<file path="config.mk">
export PLATFORM = sky130hd
export DESIGN_NAME = proximity_wave_hold_gesture_detector
export DESIGN_NICKNAME = d
export VERILOG_FILES = /design/src/hw/rtl/pwhg_pkg.sv /design/src/hw/rtl/proximity_wave_hold_gesture_detector.sv /design/src/hw/rtl/pwhg_csr.sv /design/src/hw/rtl/pwhg_core.sv
export SDC_FILE = /design/constraint.sdc
export NUM_CORES = 1
export LEC_CHECK = 0
export BUFFER_PORTS_ARGS = -buffer_cell sky130_fd_sc_hd__buf_2
export CAP_MARGIN = 20
export CORE_MARGIN = 5
export CORE_UTILIZATION = 38
export CTS_BUF_LIST = sky130_fd_sc_hd__clkbuf_4
export CTS_CLUSTER_DIAMETER = 120
export DETAILED_ROUTE_END_ITERATION = 8
export GPL_TIMING_DRIVEN = 0
export PLACE_DENSITY = 0.61
export SETUP_SLACK_MARGIN = 0.3
export SYNTH_ARGS = -nofsm -noshare
export SYNTH_HDL_FRONTEND = slang
export SYNTH_HIERARCHICAL = 1
export SYNTH_SLANG_ARGS = --single-unit
</file>
<file path="constraint.sdc">
create_clock -name clock -period 7.98 [get_ports clock]
set_clock_uncertainty 0.15 [all_clocks]
set_input_delay 0.399 -clock clock [delete_from_list [all_inputs] [get_ports clock]]
set_output_delay 0.399 -clock clock [all_outputs]
set_load 0.005 [all_outputs]
</file>
<file path="src/hw/rtl/pwhg_pkg.sv">
// Shared types and constants of the proximity wave and hold gesture detector.
package pwhg_pkg;

   localparam int CSR_ADDR_BITS = 4;
   localparam int CSR_DATA_BITS = 32;
   localparam int THRESHOLD_BITS = 16;
   localparam int FRAMES_BITS = 8;
   localparam int COUNT_BITS = 16;

   localparam logic [CSR_ADDR_BITS-1:0] CSR_ADDR_THRESHOLD = 4'h0;
   localparam logic [CSR_ADDR_BITS-1:0] CSR_ADDR_WAVE_MIN = 4'h4;
   localparam logic [CSR_ADDR_BITS-1:0] CSR_ADDR_HOLD_MIN = 4'h8;

   localparam logic [THRESHOLD_BITS-1:0] THRESHOLD_RESET = 16'd18;
   localparam logic [FRAMES_BITS-1:0] WAVE_MIN_RESET = 8'd1;
   localparam logic [FRAMES_BITS-1:0] HOLD_MIN_RESET = 8'd20;

   typedef enum logic [3:0] {
      MODE_IDLE  = 4'b0001,
      MODE_ARMED = 4'b0010,
      MODE_LEVEL = 4'b0100,
      MODE_HOLD  = 4'b1000
   } mode_type;

   typedef enum logic [1:0] {
      MOTION_NONE = 2'd0,
      MOTION_EXIT = 2'd1,
      MOTION_WAVE = 2'd2,
      MOTION_HOLD = 2'd3
   } gesture_type;

   typedef struct packed {
      logic [THRESHOLD_BITS-1:0] detect_threshold;
      logic [FRAMES_BITS-1:0]    wave_min_frames;
      logic [FRAMES_BITS-1:0]    hold_min_frames;
   } cfg_type;

endpackage

</file>
<file path="src/hw/rtl/proximity_wave_hold_gesture_detector.sv">
// Top level of the proximity wave and hold gesture detector.
// One sample word in gives one result word out. A word is captured in an input
// register, runs through the baseline filter and gesture state machine and
// lands in a result register; while rsp_ready is high a new word can be taken
// every cycle, so the sustained rate is one word per clock, and rsp_valid rises
// once the word has passed the input register and then the result register; the
// state update between them is combinational. Registers: detect_threshold at 0x0,
// wave_min_frames at 0x4, hold_min_frames at 0x8; write them only while idle.
module proximity_wave_hold_gesture_detector #(
   parameter int SAMPLE_BITS = 16,
   parameter int BASELINE_SHIFT = 5
) (
   input  logic                                clock,
   input  logic                                reset,
   input  logic                                req_valid,
   output logic                                req_ready,
   input  logic [SAMPLE_BITS-1:0]              req_prox,
   input  logic                                req_clear_counts,
   output logic                                rsp_valid,
   input  logic                                rsp_ready,
   output logic [1:0]                          rsp_gesture,
   output logic [pwhg_pkg::COUNT_BITS-1:0]     rsp_wave_total,
   output logic [pwhg_pkg::COUNT_BITS-1:0]     rsp_hold_total,
   input  logic                                csr_psel,
   input  logic                                csr_penable,
   input  logic                                csr_pwrite,
   input  logic [pwhg_pkg::CSR_ADDR_BITS-1:0]  csr_paddr,
   input  logic [pwhg_pkg::CSR_DATA_BITS-1:0]  csr_pwdata,
   output logic [pwhg_pkg::CSR_DATA_BITS-1:0]  csr_prdata,
   output logic                                csr_pready
);
   import pwhg_pkg::*;

   cfg_type                 cfg;
   logic                    advance;
   logic                    in_take;
   logic                    in_valid_ff, in_valid_in;
   logic [SAMPLE_BITS-1:0]  in_prox_ff;
   logic                    in_clear_ff;
   logic                    out_valid_ff, out_valid_in;
   logic [1:0]              out_gesture_ff;
   logic [COUNT_BITS-1:0]   out_wave_ff;
   logic [COUNT_BITS-1:0]   out_hold_ff;
   gesture_type             core_gesture;
   logic [COUNT_BITS-1:0]   core_wave;
   logic [COUNT_BITS-1:0]   core_hold;

   pwhg_csr u_csr (
      .clock       (clock),
      .reset       (reset),
      .csr_psel    (csr_psel),
      .csr_penable (csr_penable),
      .csr_pwrite  (csr_pwrite),
      .csr_paddr   (csr_paddr),
      .csr_pwdata  (csr_pwdata),
      .csr_prdata  (csr_prdata),
      .csr_pready  (csr_pready),
      .cfg         (cfg)
   );

   pwhg_core #(
      .SAMPLE_BITS    (SAMPLE_BITS),
      .BASELINE_SHIFT (BASELINE_SHIFT)
   ) u_core (
      .clock        (clock),
      .reset        (reset),
      .step         (advance),
      .prox         (in_prox_ff),
      .clear_counts (in_clear_ff),
      .cfg          (cfg),
      .gesture      (core_gesture),
      .wave_total   (core_wave),
      .hold_total   (core_hold)
   );

   assign advance = in_valid_ff && (!out_valid_ff || rsp_ready);
   assign req_ready = !in_valid_ff || advance;
   assign in_take = req_valid && req_ready;
   assign in_valid_in = in_take || (in_valid_ff && !advance);
   assign out_valid_in = advance || (out_valid_ff && !rsp_ready);

   always_ff @(posedge clock) begin
      if (reset) begin
         in_valid_ff <= 1'b0;
         out_valid_ff <= 1'b0;
      end else begin
         in_valid_ff <= in_valid_in;
         out_valid_ff <= out_valid_in;
      end
   end

   always_ff @(posedge clock) begin
      if (in_take) begin
         in_prox_ff <= req_prox;
         in_clear_ff <= req_clear_counts;
      end
      if (advance) begin
         out_gesture_ff <= core_gesture;
         out_wave_ff <= core_wave;
         out_hold_ff <= core_hold;
      end
   end

   assign rsp_valid = out_valid_ff;
   assign rsp_gesture = out_gesture_ff;
   assign rsp_wave_total = out_wave_ff;
   assign rsp_hold_total = out_hold_ff;

endmodule

</file>
<file path="src/hw/rtl/pwhg_csr.sv">
// Configuration register file with its APB-style access port.
module pwhg_csr (
   input  logic                                clock,
   input  logic                                reset,
   input  logic                                csr_psel,
   input  logic                                csr_penable,
   input  logic                                csr_pwrite,
   input  logic [pwhg_pkg::CSR_ADDR_BITS-1:0]  csr_paddr,
   input  logic [pwhg_pkg::CSR_DATA_BITS-1:0]  csr_pwdata,
   output logic [pwhg_pkg::CSR_DATA_BITS-1:0]  csr_prdata,
   output logic                                csr_pready,
   output pwhg_pkg::cfg_type                   cfg
);
   import pwhg_pkg::*;

   cfg_type cfg_ff;
   cfg_type cfg_in;
   logic    write_en;

   assign csr_pready = 1'b1;
   assign write_en = csr_psel && csr_penable && csr_pwrite && csr_pready;

   always_comb begin
      cfg_in = cfg_ff;
      if (write_en) begin
         unique case (csr_paddr)
            CSR_ADDR_THRESHOLD: cfg_in.detect_threshold = csr_pwdata[THRESHOLD_BITS-1:0];
            CSR_ADDR_WAVE_MIN:  cfg_in.wave_min_frames = csr_pwdata[FRAMES_BITS-1:0];
            CSR_ADDR_HOLD_MIN:  cfg_in.hold_min_frames = csr_pwdata[FRAMES_BITS-1:0];
            default:            cfg_in = cfg_ff;
         endcase
      end
   end

   always_comb begin
      unique case (csr_paddr)
         CSR_ADDR_THRESHOLD: csr_prdata = {{(CSR_DATA_BITS-THRESHOLD_BITS){1'b0}},
                                           cfg_ff.detect_threshold};
         CSR_ADDR_WAVE_MIN:  csr_prdata = {{(CSR_DATA_BITS-FRAMES_BITS){1'b0}},
                                           cfg_ff.wave_min_frames};
         CSR_ADDR_HOLD_MIN:  csr_prdata = {{(CSR_DATA_BITS-FRAMES_BITS){1'b0}},
                                           cfg_ff.hold_min_frames};
         default:            csr_prdata = '0;
      endcase
   end

   always_ff @(posedge clock) begin
      if (reset) begin
         cfg_ff.detect_threshold <= THRESHOLD_RESET;
         cfg_ff.wave_min_frames <= WAVE_MIN_RESET;
         cfg_ff.hold_min_frames <= HOLD_MIN_RESET;
      end else begin
         cfg_ff <= cfg_in;
      end
   end

   assign cfg = cfg_ff;

endmodule

</file>
<file path="src/hw/rtl/pwhg_core.sv">
// Baseline tracker, gesture state machine and saturating counters.
module pwhg_core #(
   parameter int SAMPLE_BITS = 16,
   parameter int BASELINE_SHIFT = 5
) (
   input  logic                               clock,
   input  logic                               reset,
   input  logic                               step,
   input  logic [SAMPLE_BITS-1:0]             prox,
   input  logic                               clear_counts,
   input  pwhg_pkg::cfg_type                  cfg,
   output pwhg_pkg::gesture_type              gesture,
   output logic [pwhg_pkg::COUNT_BITS-1:0]    wave_total,
   output logic [pwhg_pkg::COUNT_BITS-1:0]    hold_total
);
   import pwhg_pkg::*;

   localparam int CMP_BITS = (SAMPLE_BITS > THRESHOLD_BITS) ? SAMPLE_BITS : THRESHOLD_BITS;

   mode_type                mode_ff, mode_in;
   logic [FRAMES_BITS-1:0]  run_ff, run_in;
   logic [SAMPLE_BITS-1:0]  baseline_ff, baseline_in;
   logic                    last_nonzero_ff, last_nonzero_in;
   logic [COUNT_BITS-1:0]   wave_ff, wave_in;
   logic [COUNT_BITS-1:0]   hold_ff, hold_in;

   logic [SAMPLE_BITS:0]    diff;
   logic [SAMPLE_BITS-1:0]  filtered;
   logic [SAMPLE_BITS-1:0]  impulse;
   logic                    exceeded;
   logic                    moved;
   logic                    run_over_hold;
   logic                    run_over_wave;
   logic                    count_wave;
   logic                    count_hold;
   logic [COUNT_BITS-1:0]   wave_base;
   logic [COUNT_BITS-1:0]   hold_base;
   mode_type                fsm_mode;
   gesture_type             fsm_gesture;
   logic [FRAMES_BITS-1:0]  run_inc;

   // a falling sample lands exactly on the clamp, so only a rise needs the divided step
   assign diff = {1'b0, prox} - {1'b0, baseline_ff};
   assign filtered = diff[SAMPLE_BITS] ? prox
                   : baseline_ff + (diff[SAMPLE_BITS-1:0] >> BASELINE_SHIFT);
   assign impulse = prox - filtered;
   assign exceeded = CMP_BITS'(impulse) > CMP_BITS'(cfg.detect_threshold);

   assign run_over_hold = run_ff > cfg.hold_min_frames;
   assign run_over_wave = run_ff > cfg.wave_min_frames;
   assign run_inc = (run_ff == {FRAMES_BITS{1'b1}}) ? run_ff : run_ff + 1'b1;

   always_comb begin
      fsm_mode = mode_ff;
      fsm_gesture = MOTION_NONE;
      moved = 1'b0;
      count_wave = 1'b0;
      count_hold = 1'b0;
      unique case (mode_ff)
         MODE_IDLE: begin
            fsm_gesture = MOTION_EXIT;
            moved = 1'b1;
            fsm_mode = exceeded ? MODE_LEVEL : MODE_ARMED;
         end
         MODE_ARMED: begin
            if (exceeded) begin
               moved = 1'b1;
               fsm_mode = MODE_LEVEL;
            end
         end
         MODE_LEVEL: begin
            if (!exceeded || run_over_hold) begin
               moved = 1'b1;
               if (run_over_hold) begin
                  count_hold = 1'b1;
                  fsm_mode = MODE_HOLD;
                  fsm_gesture = MOTION_HOLD;
               end else if (run_over_wave) begin
                  count_wave = 1'b1;
                  fsm_mode = MODE_IDLE;
                  fsm_gesture = MOTION_WAVE;
               end else begin
                  fsm_mode = MODE_IDLE;
               end
            end
         end
         MODE_HOLD: begin
            if (!exceeded) begin
               moved = 1'b1;
               fsm_mode = MODE_IDLE;
            end
         end
         default: begin
            moved = 1'b1;
            fsm_mode = MODE_IDLE;
         end
      endcase
   end

   assign wave_base = clear_counts ? '0 : wave_ff;
   assign hold_base = clear_counts ? '0 : hold_ff;

   always_comb begin
      mode_in = mode_ff;
      run_in = run_ff;
      baseline_in = prox;
      gesture = MOTION_NONE;
      wave_in = wave_base;
      hold_in = hold_base;
      if (last_nonzero_ff) begin
         mode_in = fsm_mode;
         gesture = fsm_gesture;
         if (!exceeded) begin
            run_in = '0;
         end else if (moved) begin
            run_in = FRAMES_BITS'(1);
         end else begin
            run_in = run_inc;
         end
         if (!(mode_ff != MODE_IDLE && fsm_mode == MODE_IDLE)) begin
            baseline_in = filtered;
         end
         if (count_wave && wave_base != {COUNT_BITS{1'b1}}) begin
            wave_in = wave_base + 1'b1;
         end
         if (count_hold && hold_base != {COUNT_BITS{1'b1}}) begin
            hold_in = hold_base + 1'b1;
         end
      end
   end

   assign last_nonzero_in = (prox != '0);
   assign wave_total = wave_in;
   assign hold_total = hold_in;

   always_ff @(posedge clock) begin
      if (reset) begin
         mode_ff <= MODE_IDLE;
         run_ff <= '0;
         baseline_ff <= '0;
         last_nonzero_ff <= 1'b0;
         wave_ff <= '0;
         hold_ff <= '0;
      end else if (step) begin
         mode_ff <= mode_in;
         run_ff <= run_in;
         baseline_ff <= baseline_in;
         last_nonzero_ff <= last_nonzero_in;
         wave_ff <= wave_in;
         hold_ff <= hold_in;
      end
   end

endmodule

</file>
==> summary.txt <==
Status
  • Outcome: finished, final reports clean

Timing
  • Endpoints failing setup: 0
  • Fin. max-slew vios: 0
  • Final period util: 92.78%
  • Worst Max-Slew Pin Slew: 1.015 ns
  • Slew HR: 32.05%
  • Final worst path period need: 7.404 ns
  • RSZ-0062 raised after global routing: true
  • Endpoints failing hold: 0
  • Maximum clock frequency: 0.1351 GHz

Final layout
  • Layout area overhead: 22.39%
  • Fin nets: 1491
  • Register area: 0.003441 mm²
  • Most frequent cells in the layout: 115 x nor2_1, 99 x buf_2, 91 x dfxtp_1, 89 x inv_1, 64 x ha_1
  • Commonest non-fill, non-tap cell in the layout: nor2_1
  • Final Util: 47.35%
  • Multi-input logic area: 0.006397 mm²
  • Layout cells sized above 1: 21.42%
  • Fillers: 2516
  • Post-route insts no fill: 1704

Setup path
  • RR Endpoint: u_core/baseline_ff[4]
  • Critical Path RT: 8.28 ns
  • CP Max Fanout: 10
  • Reg2reg setup slack: 0.58 ns
  • CP delay by family, top: simple AND/OR/NAND/NOR gates
  • Critical-path top delay cell: edfxtp_1
  • CP startpoint kind: register
  • Worst endpoint data arrival time: 7.70 ns
  • Cells on worst reg2reg path: 36
  • Worst R2R Start: in_prox_ff[11]
  • Worst Path Class, Setup: reg -> reg
  • Crit path buffers/inverters: 2
  • Critical path's largest stage delay: 0.53 ns
  • CP endpoint kind: register
  • Most frequent CP cell: a21oi_2

Global routing
  • Global-route congestion overflow total: 0
  • Largest net degree at the start of global routing: 36
  • Vias in the first global route: 8795
  • Global-route wire length before repair: 45.08 mm
  • Initial antenna violation count: 1
  • Total track usage: 18.16%

Worst hold path
  • WHS Path Cells: 3
  • Worst hold path startpoint: csr_pwdata[6]
  • Type of the worst min-delay path: in -> reg
  • Hold worst-path end: u_csr/cfg[6]

Synth
  • Async S/R FF share, synth: 0%
  • Yosys top cell by area: dfxtp_1
  • Cell Area, Synth: 0.01008 mm²
  • Area contributors post-synth: dfxtp_1 19%, edfxtp_1 15%, ha_1 9.2%
  • Ys flop type: dfxtp_1
  • Mean post-synth cell area: 8.722 µm²
  • Sequential fraction of the synthesis area: 34.05%
  • Area share of the largest cell type after synthesis: 18.86%
  • Synth Register Bits: 146
  • EDFF count, synth: 51
  • Gate Count Post-Synth: 1156
  • Ys Warns: 6
  • Distinct cells, synth: 88

Placed design
  • Gpl congestion: 0.9082
  • HPWL after DPL: 20.78 mm
  • Port bufs: 95
  • Dpl cells: 1601

Floorplanning
  • # IOs: 129
  • Initial Util: 38.69%
  • Chip height: 172.9 µm
  • Die Area: 0.02989 mm²
  • Core area: 0.02606 mm²
  • Die W: 172.9 µm
  • Row count: 59

Clock tree
  • Clock Pin Slew Worst Setup and Hold Paths: 0.15 ns
  • CTS Buffer Depth: 2
  • Root cell of the clock tree: clkbuf_4
  • H-tree level count: 4
  • CTS tree: built
  • Total CTS buffers: 17
  • Clk Latency, worst-skew pair: 0.59 ns
  • Clock sink count: 146

Routing
  • Routed wire per std cell: 16.60 µm
  • DR pass1 iterations: 5
  • Drt drc: 0
  • Via density: 5.339
  • Routed Antenna Nets: 0
  • Routed vias: 9098
  • Iter 0 DRT Violations: 507
  • Final wirelength: 28.28 mm

Run
  • Max Cap Viol: 0

Pwr
  • Power per cell area: 173.8 mW/mm²
  • Leak Pwr: 4.883 nW
  • Worst vdd ir: 0.1016 mV
[worst max-delay path by stage]
stage	startpoint	end	slack (ns)	depth (start not counted)
2_1_floorplan	in_prox_ff[6]	u_core/wave_ff[15]	0.89	35
3_3_place_gp	in_prox_ff[3]	u_core/baseline_ff[8]	-0.47	35
3_5_place_dp	in_prox_ff[3]	u_core/baseline_ff[8]	-0.51	35
4_1_cts	in_prox_ff[3]	u_core/wave_ff[13]	0.30	37
5_1_grt	in_prox_ff[1]	u_core/baseline_ff[2]	0.14	38
6_report	in_prox_ff[11]	u_core/baseline_ff[4]	0.58	36
[worst min-delay path, stage by stage]
cell and delay, ns:
buf_2 0.10, nand2b_1 0.14, mux2i_1 0.09
[power breakdown]
group / switching [mW] / internal (mW)
Clock: 0.356 / 0.152
Sequential: 0.0205 / 0.793
Combinational: 0.461 / 0.361
[cells in the mapped netlist, types with 17 or more instances]
cell / n
clkbuf_1: 37
edfxtp_1: 51
dfxtp_1: 95
ha_1: 74
nand3_1: 20
a21oi_1: 69
inv_1: 89
nand2_1: 59
xnor2_1: 52
a211oi_1: 17
o21ai_0: 50
xor2_1: 18
nor3_1: 25
nor2_1: 120
nand2b_1: 51
buf_4: 20
and2_1: 19
mux2i_1: 35
[logic make-up (layout without fill, tap and decap cells)]
| logic type | after synthesis | in the layout | synth area share (%) |
|---|---|---|---|
| and+or+nand+nor | 401 | 401 | 21.36 |
| AOI/OAI and AO/OA | 264 | 264 | 17.88 |
| buffers and inverters | 154 | 351 | 6.602 |
| DFF | 146 | 146 | 34.05 |
| adders and majority gates | 76 | 76 | 9.581 |
| xor gates and xnor gates | 70 | 70 | 6.081 |
| muxes | 43 | 43 | 4.368 |
| other | 2 | 18 | 0.07449 |
[layer usage]
metal	global-route usage (%)	vias to the layer above	part of all wire [%]	routed length, µm
li1	-	4479	-	-
met1	23.39	4349	44	12340
met2	30.94	235	49	13920
met3	3.100	35	4.9	1399
met4	6.092	0	2.2	626
met5	0	-	0	0
[registers in the layout (all words and copies together), names as in the netlist]
signal	cells
u_core/wave_ff	16
u_csr/cfg	32
u_core/run_ff	8
in_valid_ff	1
rsp_valid	1
in_prox_ff	16
u_core/hold_ff	16
rsp_gesture	2
u_core/last_nonzero_ff	1
u_core/mode_ff	4
in_clear_ff	1
u_core/baseline_ff	16
rsp_wave_total	16
rsp_hold_total	16
[final cells by class]
cell class              instances  area share [%]
well taps                     335           3.397
clock buffers                  17           1.034
flip-flops and latches        146           27.88
plain buffers                  64           2.768
inverters                      90           2.738
multi-input cells             871           51.85
diodes                          1         0.02028
clock inverters                15           1.480
repair buffers                165           8.832
[repair_timing]
action / CTS / global route
gates resized for setup: 27 / 67
endpoints found under the hold margin: 38 / 0
pin swaps: 6 / 26
setup endpoints to repair: 55 / 56
hold buffers: 34 / 0
buffers inserted: 15 / 21
[per-stage QoR]
| stage | hold WS, ns | TNS (ns) | total power [mW] | setup WS [ns] | area [µm²] |
|---|---|---|---|---|---|
| after floorplan | 0.2907 | 0 | 1.345 | 0.8892 | 10140 |
| after global placement | 0.2982 | -9.196 | 1.507 | -0.4653 | 11030 |
| after detailed placement | 0.3131 | -11.70 | 1.519 | -0.5084 | 11030 |
| after CTS | 0.01364 | 0 | 2.080 | 0.3048 | 11910 |
| after global routing | 0.005870 | 0 | 2.279 | 0.1403 | 12340 |
| final | 0.04143 | 0 | 2.144 | 0.5758 | 12340 |
(Power assumes the default switching activity.)
